<file path="src/motor_speed_pid_duty_defines.svh">
// Assertion macros shared by the speed controller RTL.
// Depends on nothing; taken in by files that carry concurrent assertions.
`ifndef MOTOR_SPEED_PID_DUTY_DEFINES_SVH
`define MOTOR_SPEED_PID_DUTY_DEFINES_SVH

// Condition must hold in the same cycle as the trigger.
`define MSPD_ASSERT_NOW(name, clk, rst_n, ante, cons, msg) \
    name: assert property (@(posedge clk) disable iff (!rst_n) (ante) |-> (cons)) \
        else $error(msg);

// Condition must hold in the cycle after the trigger.
`define MSPD_ASSERT_NEXT(name, clk, rst_n, ante, cons, msg) \
    name: assert property (@(posedge clk) disable iff (!rst_n) (ante) |=> (cons)) \
        else $error(msg);

`endif

</file>
<file path="src/mspd_pkg.sv">
// Shared types and constants for the PID speed controller.
// No dependencies; used by every module under src.
`default_nettype none

package mspd_pkg;

    // Configuration register indexes
    localparam logic [1:0] REG_GAIN_P = 2'd0;
    localparam logic [1:0] REG_GAIN_I = 2'd1;
    localparam logic [1:0] REG_GAIN_D = 2'd2;

    localparam int GAIN_W   = 16;
    localparam int INDEX_W  = 2;
    localparam int SPEED_W  = 15;
    localparam int ERR_W    = 16;
    localparam int DUTY_W   = 24;
    localparam int MAG_W    = 7;

    // Q16 percent
    localparam int DUTY_ONE = 65536;
    localparam int DUTY_MAX = 6553600;
    // Q8 step limit: anything past this already drives the duty into the clamp
    localparam int STEP_LIMIT = 131072;
    localparam int MAG_MAX    = 100;

    typedef struct packed {
        logic [GAIN_W-1:0] kp;
        logic [GAIN_W-1:0] ki;
        logic [GAIN_W-1:0] kd;
    } gains_t;

    typedef struct packed {
        logic signed [DUTY_W-1:0] duty_fixed;
        logic                     drive_b;
        logic                     drive_a;
        logic [MAG_W-1:0]         duty_magnitude;
    } result_t;

endpackage

`default_nettype wire

</file>
<file path="src/motor_speed_pid_duty.sv">
// Top level of the PID speed controller with duty output.
// Depends on mspd_pkg, mspd_gains, mspd_law and motor_speed_pid_duty_defines.svh.
`default_nettype none
`include "motor_speed_pid_duty_defines.svh"

// Each input word is one control tick (desired and measured speed). The word
// lands in an input register; once the result register is free or draining,
// the control law runs through the error sum, the three gain multipliers, the
// duty update and the clamps, updates the controller state and writes the
// result register that feeds the master side. A new word can be taken every
// cycle unless the master side stalls. The rate is set by the state loop: the
// next tick needs this tick's error, sum and duty; all three multipliers sit
// in that loop. The output register lets the slave side keep accepting while a
// finished result waits; when the result register is full and stalled, the
// input register holds one more word and then tready drops. Gains are Q8.8
// unsigned, duty is Q16 percent clamped to +/-100; with zero duty both drive
// lines are high. Gains should only be written while no tick is in flight.

module motor_speed_pid_duty #(
    parameter int SUM_WIDTH = 24
)
(
    input  wire logic                         clk,
    input  wire logic                         rst_n,
    // configuration
    input  wire logic                         cfg_write,
    input  wire logic [mspd_pkg::INDEX_W-1:0] cfg_index,
    input  wire logic [mspd_pkg::GAIN_W-1:0]  cfg_data,
    // slave side
    input  wire logic                         s_tvalid,
    output logic                              s_tready,
    input  wire logic [31:0]                  s_tdata,  // desired_speed, measured_speed
    // master side
    output logic                              m_tvalid,
    input  wire logic                         m_tready,
    output logic [39:0]                       m_tdata   // duty_magnitude, drive_a,
                                                        // drive_b, duty_fixed
);

    localparam logic signed [mspd_pkg::DUTY_W-1:0] ACC_HI =
        mspd_pkg::DUTY_W'(mspd_pkg::DUTY_MAX);
    localparam logic signed [mspd_pkg::DUTY_W-1:0] ACC_LO =
        -mspd_pkg::DUTY_W'(mspd_pkg::DUTY_MAX);

    mspd_pkg::gains_t gains;

    // input register
    logic                                  in_valid_reg;
    logic                                  in_valid_next;
    logic signed [mspd_pkg::SPEED_W-1:0]   desired_reg;
    logic signed [mspd_pkg::SPEED_W-1:0]   measured_reg;

    // controller state
    logic signed [mspd_pkg::ERR_W-1:0]     last_error_reg;
    logic signed [mspd_pkg::ERR_W-1:0]     last_error_next;
    logic signed [SUM_WIDTH-1:0]           error_sum_reg;
    logic signed [SUM_WIDTH-1:0]           error_sum_next;
    logic signed [mspd_pkg::DUTY_W-1:0]    duty_acc_reg;
    logic signed [mspd_pkg::DUTY_W-1:0]    duty_acc_next;

    // result register
    logic                                  out_valid_reg;
    logic                                  out_valid_next;
    mspd_pkg::result_t                     result_reg;
    mspd_pkg::result_t                     result_next;

    logic                                  accept;
    logic                                  advance;

    mspd_gains u_gains
    (
        .clk       (clk),
        .rst_n     (rst_n),
        .cfg_write (cfg_write),
        .cfg_index (cfg_index),
        .cfg_data  (cfg_data),
        .gains     (gains)
    );

    mspd_law #(
        .SUM_WIDTH (SUM_WIDTH)
    ) u_law
    (
        .desired_speed   (desired_reg),
        .measured_speed  (measured_reg),
        .gains           (gains),
        .last_error      (last_error_reg),
        .error_sum       (error_sum_reg),
        .duty_acc        (duty_acc_reg),
        .last_error_next (last_error_next),
        .error_sum_next  (error_sum_next),
        .duty_acc_next   (duty_acc_next),
        .result_next     (result_next)
    );

    // word moves from input to result register when the latter is free or drains
    always_comb
    begin
        advance        = in_valid_reg && (!out_valid_reg || m_tready);
        s_tready       = !in_valid_reg || advance;
        accept         = s_tvalid && s_tready;
        in_valid_next  = accept || (in_valid_reg && !advance);
        out_valid_next = advance || (out_valid_reg && !m_tready);
    end

    always_ff @(posedge clk or negedge rst_n)
    begin
        if (!rst_n)
        begin
            in_valid_reg   <= 1'b0;
            out_valid_reg  <= 1'b0;
            last_error_reg <= '0;
            error_sum_reg  <= '0;
            duty_acc_reg   <= '0;
        end
        else
        begin
            in_valid_reg  <= in_valid_next;
            out_valid_reg <= out_valid_next;
            if (advance)
            begin
                last_error_reg <= last_error_next;
                error_sum_reg  <= error_sum_next;
                duty_acc_reg   <= duty_acc_next;
            end
        end
    end

    // payload, no reset
    always_ff @(posedge clk)
    begin
        if (accept)
        begin
            desired_reg  <= s_tdata[14:0];
            measured_reg <= s_tdata[29:15];
        end
        if (advance)
        begin
            result_reg <= result_next;
        end
    end

    assign m_tvalid = out_valid_reg;
    assign m_tdata  = {7'b0, result_reg};

    `MSPD_ASSERT_NOW(a_acc_range, clk, rst_n, 1'b1, (duty_acc_reg <= ACC_HI) && (duty_acc_reg >= ACC_LO), "duty accumulator out of range")
    `MSPD_ASSERT_NOW(a_drive_line, clk, rst_n, out_valid_reg, result_reg.drive_a || result_reg.drive_b, "no drive line set")
    `MSPD_ASSERT_NOW(a_mag_range, clk, rst_n, out_valid_reg, result_reg.duty_magnitude <= 7'(mspd_pkg::MAG_MAX), "duty magnitude above 100")
    `MSPD_ASSERT_NEXT(a_advance_fill, clk, rst_n, advance, out_valid_reg, "advanced word lost")
    `MSPD_ASSERT_NOW(a_full_stall, clk, rst_n, in_valid_reg && out_valid_reg && !m_tready, !s_tready, "accepting while both stages full")

endmodule

`default_nettype wire

</file>
<file path="src/mspd_gains.sv">
// Gain register bank written through the plain configuration port.
// Depends on mspd_pkg.
`default_nettype none

module mspd_gains
(
    input  wire logic                             clk,
    input  wire logic                             rst_n,
    input  wire logic                             cfg_write,
    input  wire logic [mspd_pkg::INDEX_W-1:0]     cfg_index,
    input  wire logic [mspd_pkg::GAIN_W-1:0]      cfg_data,
    output mspd_pkg::gains_t                      gains
);

    mspd_pkg::gains_t gains_reg;
    mspd_pkg::gains_t gains_next;

    always_comb
    begin
        gains_next = gains_reg;
        if (cfg_write)
        begin
            case (cfg_index)
                mspd_pkg::REG_GAIN_P: gains_next.kp = cfg_data;
                mspd_pkg::REG_GAIN_I: gains_next.ki = cfg_data;
                mspd_pkg::REG_GAIN_D: gains_next.kd = cfg_data;
                default:              gains_next = gains_reg;  // unknown index ignored
            endcase
        end
    end

    always_ff @(posedge clk or negedge rst_n)
    begin
        if (!rst_n)
        begin
            gains_reg <= '0;
        end
        else
        begin
            gains_reg <= gains_next;
        end
    end

    assign gains = gains_reg;

endmodule

`default_nettype wire

</file>
<file path="src/mspd_law.sv">
// One control tick of the PID law: error, saturating sum, three products,
// duty update, minimum duty, clamp and output formatting. Pure logic.
// Depends on mspd_pkg.
`default_nettype none

module mspd_law #(
    parameter int SUM_WIDTH = 24
)
(
    input  wire logic signed [mspd_pkg::SPEED_W-1:0] desired_speed,
    input  wire logic signed [mspd_pkg::SPEED_W-1:0] measured_speed,
    input  wire mspd_pkg::gains_t                    gains,
    input  wire logic signed [mspd_pkg::ERR_W-1:0]   last_error,
    input  wire logic signed [SUM_WIDTH-1:0]         error_sum,
    input  wire logic signed [mspd_pkg::DUTY_W-1:0]  duty_acc,
    output logic signed [mspd_pkg::ERR_W-1:0]        last_error_next,
    output logic signed [SUM_WIDTH-1:0]              error_sum_next,
    output logic signed [mspd_pkg::DUTY_W-1:0]       duty_acc_next,
    output mspd_pkg::result_t                        result_next
);

    // widest product is ki*sum (SUM_WIDTH+17) or kd*diff (34); two guard bits
    localparam int PROD_W = (SUM_WIDTH + 17 > 34) ? SUM_WIDTH + 17 : 34;
    localparam int TOT_W  = PROD_W + 2;
    localparam int STEP_W = 19;
    localparam int WIDE_W = 28;

    localparam logic signed [SUM_WIDTH-1:0] SUM_MAX = {1'b0, {(SUM_WIDTH-1){1'b1}}};
    localparam logic signed [SUM_WIDTH-1:0] SUM_MIN = {1'b1, {(SUM_WIDTH-1){1'b0}}};
    localparam logic signed [TOT_W-1:0]  STEP_HI  = TOT_W'(mspd_pkg::STEP_LIMIT);
    localparam logic signed [TOT_W-1:0]  STEP_LO  = -TOT_W'(mspd_pkg::STEP_LIMIT);
    localparam logic signed [WIDE_W-1:0] ONE_HI   = WIDE_W'(mspd_pkg::DUTY_ONE);
    localparam logic signed [WIDE_W-1:0] ONE_LO   = -WIDE_W'(mspd_pkg::DUTY_ONE);
    localparam logic signed [WIDE_W-1:0] MAX_HI   = WIDE_W'(mspd_pkg::DUTY_MAX);
    localparam logic signed [WIDE_W-1:0] MAX_LO   = -WIDE_W'(mspd_pkg::DUTY_MAX);

    logic signed [mspd_pkg::ERR_W-1:0]  err;
    logic signed [SUM_WIDTH:0]          sum_wide;
    logic signed [SUM_WIDTH-1:0]        sum_sat;
    logic signed [mspd_pkg::ERR_W:0]    diff;
    logic signed [mspd_pkg::GAIN_W:0]   kp_s;
    logic signed [mspd_pkg::GAIN_W:0]   ki_s;
    logic signed [mspd_pkg::GAIN_W:0]   kd_s;
    logic signed [32:0]                 p_kp;
    logic signed [33:0]                 p_kd;
    logic signed [SUM_WIDTH+16:0]       p_ki;
    logic signed [TOT_W-1:0]            total;
    logic signed [STEP_W-1:0]           step;
    logic signed [STEP_W+7:0]           step_q16;
    logic signed [WIDE_W-1:0]           duty_sum;
    logic signed [WIDE_W-1:0]           duty_min;
    logic signed [WIDE_W-1:0]           duty_clamp;
    logic signed [mspd_pkg::DUTY_W-1:0] duty;
    logic [mspd_pkg::DUTY_W-1:0]        duty_abs;
    logic                               want_fwd;
    logic                               want_rev;
    logic                               flip;

    always_comb
    begin
        err = mspd_pkg::ERR_W'(desired_speed) - mspd_pkg::ERR_W'(measured_speed);

        // saturating running sum
        sum_wide = (SUM_WIDTH+1)'(error_sum) + (SUM_WIDTH+1)'(err);
        if (sum_wide[SUM_WIDTH] != sum_wide[SUM_WIDTH-1])
            sum_sat = sum_wide[SUM_WIDTH] ? SUM_MIN : SUM_MAX;
        else
            sum_sat = sum_wide[SUM_WIDTH-1:0];

        diff = (mspd_pkg::ERR_W+1)'(err) - (mspd_pkg::ERR_W+1)'(last_error);

        kp_s = {1'b0, gains.kp};
        ki_s = {1'b0, gains.ki};
        kd_s = {1'b0, gains.kd};
        p_kp = kp_s * err;
        p_kd = kd_s * diff;
        p_ki = ki_s * sum_sat;

        total = TOT_W'(p_kp) + TOT_W'(p_kd) + TOT_W'(p_ki);

        // a step past the limit saturates the duty in any case
        if (total > STEP_HI)
            step = STEP_W'(STEP_HI);
        else if (total < STEP_LO)
            step = STEP_W'(STEP_LO);
        else
            step = total[STEP_W-1:0];

        step_q16 = {step, 8'h00};
        duty_sum = WIDE_W'(duty_acc) + WIDE_W'(step_q16);

        // minimum one percent in the wanted direction
        want_fwd = !desired_speed[mspd_pkg::SPEED_W-1] && (desired_speed != '0);
        want_rev = desired_speed[mspd_pkg::SPEED_W-1];
        if (want_fwd && (duty_sum < ONE_HI))
            duty_min = ONE_HI;
        else if (want_rev && (duty_sum > ONE_LO))
            duty_min = ONE_LO;
        else
            duty_min = duty_sum;

        if (duty_min > MAX_HI)
            duty_clamp = MAX_HI;
        else if (duty_min < MAX_LO)
            duty_clamp = MAX_LO;
        else
            duty_clamp = duty_min;

        duty = duty_clamp[mspd_pkg::DUTY_W-1:0];

        // sign change of the error clears the sum after it has been used
        flip = err[mspd_pkg::ERR_W-1] ^ last_error[mspd_pkg::ERR_W-1];

        last_error_next = err;
        error_sum_next  = flip ? '0 : sum_sat;
        duty_acc_next   = duty;

        duty_abs = duty[mspd_pkg::DUTY_W-1] ? -duty : duty;
        result_next.duty_magnitude = duty_abs[16 +: mspd_pkg::MAG_W];
        result_next.drive_a        = !duty[mspd_pkg::DUTY_W-1];
        result_next.drive_b        = duty[mspd_pkg::DUTY_W-1] || (duty == '0);
        result_next.duty_fixed     = duty;
    end

endmodule

`default_nettype wire

</file>
<file path="config.mk">
export PLATFORM = sky130hd
export DESIGN_NAME = motor_speed_pid_duty
export DESIGN_NICKNAME = d
export VERILOG_FILES = /design/src/mspd_pkg.sv /design/src/motor_speed_pid_duty.sv /design/src/mspd_gains.sv /design/src/mspd_law.sv
export VERILOG_INCLUDE_DIRS = /design/src /design/src/src
export SDC_FILE = /design/constraint.sdc
export NUM_CORES = 2
export LEC_CHECK = 0
export ABC_AREA = 1
export ABC_CLOCK_PERIOD_IN_PS = 43600
export BUFFER_PORTS_ARGS = -buffer_cell sky130_fd_sc_hd__buf_2
export CAP_MARGIN = 20
export CORE_MARGIN = 2
export CORE_UTILIZATION = 50
export DETAILED_ROUTE_END_ITERATION = 6
export GPL_TIMING_DRIVEN = 0
export PLACE_DENSITY_LB_ADDON = 0.1
export SYNTH_ARGS = -nofsm -noshare
export SYNTH_HDL_FRONTEND = slang
export SYNTH_HIERARCHICAL = 1
export SYNTH_SLANG_ARGS = --single-unit
</file>
<file path="constraint.sdc">
create_clock -name clk -period 43.6 [get_ports clk]
set_input_delay 6.54 -clock clk [delete_from_list [all_inputs] [get_ports clk]]
set_output_delay 6.54 -clock clk [all_outputs]
set_load 0.02 [all_outputs]
</file>
==> reports/summary.txt <==
Critical path capture point: m_tdata[6]$_DFFE_PP_
FP Rows: 109
Drt total wl: 141000 um
Post-DRT Antenna Nets: 0
Antenna diode count: 0
Fin Clk Skew: 18.5 ps
Status: completed
Relative slew slack: 0.175
H-tree Lvls: 4
Most common flop cell mapped by yosys: dfrtp_1
Synthesized flop and latch total: 177
Worst R2R Start: desired_reg[0]$_DFFE_PP_
CTS Hold Bufs: 0
Reg clk slew, reported paths: 90 ps
Slew @ Worst Pin: 1240 ps
Critical path fanouts, max: 12
CTS tree: built
Ys async rst share: 0.644
Final Slew Violations: 0
Num CTS Buffers: 17
Data required time of the worst path: 43870 ps
Final setup fails: 0
Sequential element share of the synthesized area: 0.107
Drt first-iter violations: 2573
Core area: 0.0882 mm^2
Die footprint: 0.0912 mm^2
Crit-path max cell delay: 580 ps
Clock Path Buffers: 2
Die width: 302 um
Post-layout util: 0.534
Detailed Routing Iterations Pass 1: 6
Startpoint types: register
Reg2reg end: m_tdata[6]$_DFFE_PP_
Design Area, Final: 0.0471 mm^2
Global-route congestion overflow total: 0
Worst R2R Path Depth: 104
Met3 Wirelength: 12300 um
Fin. Hold Viols: 0
Highest metal used: met4
Crit path arrival time: 21370 ps
Initial antenna violation count: 2
Vias in the first global route: 36200
Largest register FFs: 48
Final #Nets: 6880
Post_cts resized: 0
Kind of critical path: register to register
Routed vias: 35100
Initial Util: 0.503
R2R Setup Slk: 22500 ps
CTS sink cnt: 177
Clock latency on the worst-skew pair: 540 ps
Crit path time final: 21100 ps
Port-buffer cells: 84
Largest net degree at the start of global routing: 67
CTS root buffer: clkbuf_16
DP Area: 0.0464 mm^2
Worst setup EP type: register
Critical Path Start: desired_reg[0]$_DFFE_PP_
Met2 WL post-DR: 63400 um
Cells after Synth: 5413
Most used cell, CP: nand2_1
Die height: 302 um
Layout area overhead: 6.18%
Gr usage total: 0.324
F_max: 47.4 MHz
Slowest cell on the critical path: ha_1
Avg Inst Size Synth: 8.20 um^2
# DRC: 0
Vias per cell: 5.23
Final TNS setup: 0 ps
Maxcap violations: 0
Hold Crit Class: register to register
Final GP Congestion: 0.981
I/O pin count: 97
Synth unique cells: 56
Ratio of cells with drive above 1 in the final layout: 0.0573
EDFF count, synth: 63
Wire length on met1: 58000 um
Postcts setup bufs: 0
Post-DP HPWL: 124000 um
First-pass GRT wire length: 217000 um
Yosys warns: 6
WL/cell: 21.0 um
Final period util: 0.484
Synthesized area: 0.0444 mm^2
Unrepaired setup endpoints after global routing: false
-- cell usage in the layout (no fill, tap or decap), types with 22 or more instances in the layout --
cell type	count
o21ai_0	54
buf_4	48
edfxtp_1	63
ha_1	377
buf_2	117
clkbuf_1	99
nor2_1	607
xor2_1	35
nand3_1	172
nand2_1	1096
inv_1	1370
nand4_1	53
fa_1	916
xnor2_1	30
dfrtp_1	114
a21oi_1	126
or2_2	22
-- per-stage QoR --
stage / instances / setup slack, ps / hold slack (ps)
after floorplan: 5419 / 27610 / 440
after global placement: 6668 / 22600 / 454
after detailed placement: 6676 / 22850 / 457
after CTS: 6708 / 22750 / 475
after global routing: 6710 / 21120 / 486
final: 6710 / 22500 / 473
-- cells by family after synthesis --
logic type | count (synthesis) | share of synthesized area
adder cells (fa/ha/maj) | 1293 | 0.519
AO/OA/AOI/OAI | 241 | 0.0304
other | 1 | 0.0000845
flip-flops | 177 | 0.107
buffers and inverters | 1605 | 0.143
AND/OR/NAND/NOR | 2030 | 0.187
XOR/XNOR | 66 | 0.0132
-- layout make-up --
cell class | count | area, um^2
Tap cell | 1165 | 1460
Sequential cell | 177 | 4740
Timing Repair Buffer | 94 | 599
Inverter | 1406 | 5280
Fill cell | 8573 | 41100
Clock buffer | 17 | 425
Clock inverter | 15 | 234
Multi-Input combinational cell | 3637 | 33300
Buffer | 199 | 1080
-- per-layer routing --
| layer | vias to the layer above | GRT usage |
|---|---|---|
| li1 | 16000 | - |
| met1 | 17500 | 0.430 |
| met2 | 1322 | 0.512 |
| met3 | 274 | 0.0763 |
| met4 | 0 | 0.141 |
| met5 | - | 0 |
-- critical path, delay by kind of cell, from the launching register on --
kind / cells / cell delay (ps)
compound gates: 17 / 3210
xor+xnor: 2 / 390
fa+ha+maj: 16 / 7480
buf+inv: 17 / 2980
flops: 1 / 360
simple gates: 52 / 6370
-- cells in the mapped netlist (4+ instances only) --
| library cell | instances | area (um^2) |
|---|---|---|
| o21ai_2 | 5 | 43.8 |
| fa_1 | 916 | 18300 |
| nor2_1 | 607 | 2280 |
| nand3_1 | 172 | 861 |
| inv_2 | 16 | 60.1 |
| o21ai_1 | 18 | 90.1 |
| nand4_1 | 53 | 332 |
| o21bai_1 | 4 | 30.0 |
| nand2_2 | 20 | 125 |
| buf_4 | 47 | 353 |
| nor4_1 | 10 | 62.6 |
| ha_1 | 377 | 4720 |
| nand2_1 | 1096 | 4110 |
| o21ai_0 | 54 | 270 |
| xnor2_1 | 30 | 263 |
| nand3b_1 | 8 | 60.1 |
| a21o_1 | 6 | 45.0 |
| buf_1 | 4 | 15.0 |
| o21a_1 | 7 | 52.6 |
| clkinv_1 | 17 | 63.8 |
| nor2_2 | 7 | 43.8 |
| buf_2 | 34 | 170 |
| nand2_4 | 4 | 45.0 |
| or2_2 | 22 | 138 |
| dfrtp_1 | 114 | 2850 |
| clkbuf_1 | 99 | 372 |
| a21oi_1 | 126 | 631 |
| edfxtp_1 | 63 | 1890 |
| buf_6 | 15 | 169 |
| inv_1 | 1370 | 5140 |
| xor2_1 | 35 | 307 |
| nor3_1 | 18 | 90.1 |
| a21oi_2 | 5 | 43.8 |
-- worst min-delay path by stage --
stage / endpoint / cells past startpoint / startpoint
floorplan: u_gains/gains[15]$_DFFE_PN0P_ / 2 / u_gains/gains[15]$_DFFE_PN0P_
global placement: u_gains/gains[27]$_DFFE_PN0P_ / 2 / u_gains/gains[27]$_DFFE_PN0P_
detailed placement: u_gains/gains[21]$_DFFE_PN0P_ / 2 / u_gains/gains[21]$_DFFE_PN0P_
CTS: u_gains/gains[21]$_DFFE_PN0P_ / 2 / u_gains/gains[21]$_DFFE_PN0P_
global route: u_gains/gains[5]$_DFFE_PN0P_ / 2 / u_gains/gains[5]$_DFFE_PN0P_
finish: u_gains/gains[5]$_DFFE_PN0P_ / 2 / u_gains/gains[5]$_DFFE_PN0P_
Power is not shown: default switching activity piles up to over one toggle a cycle in this logic, so the estimate is an artifact.
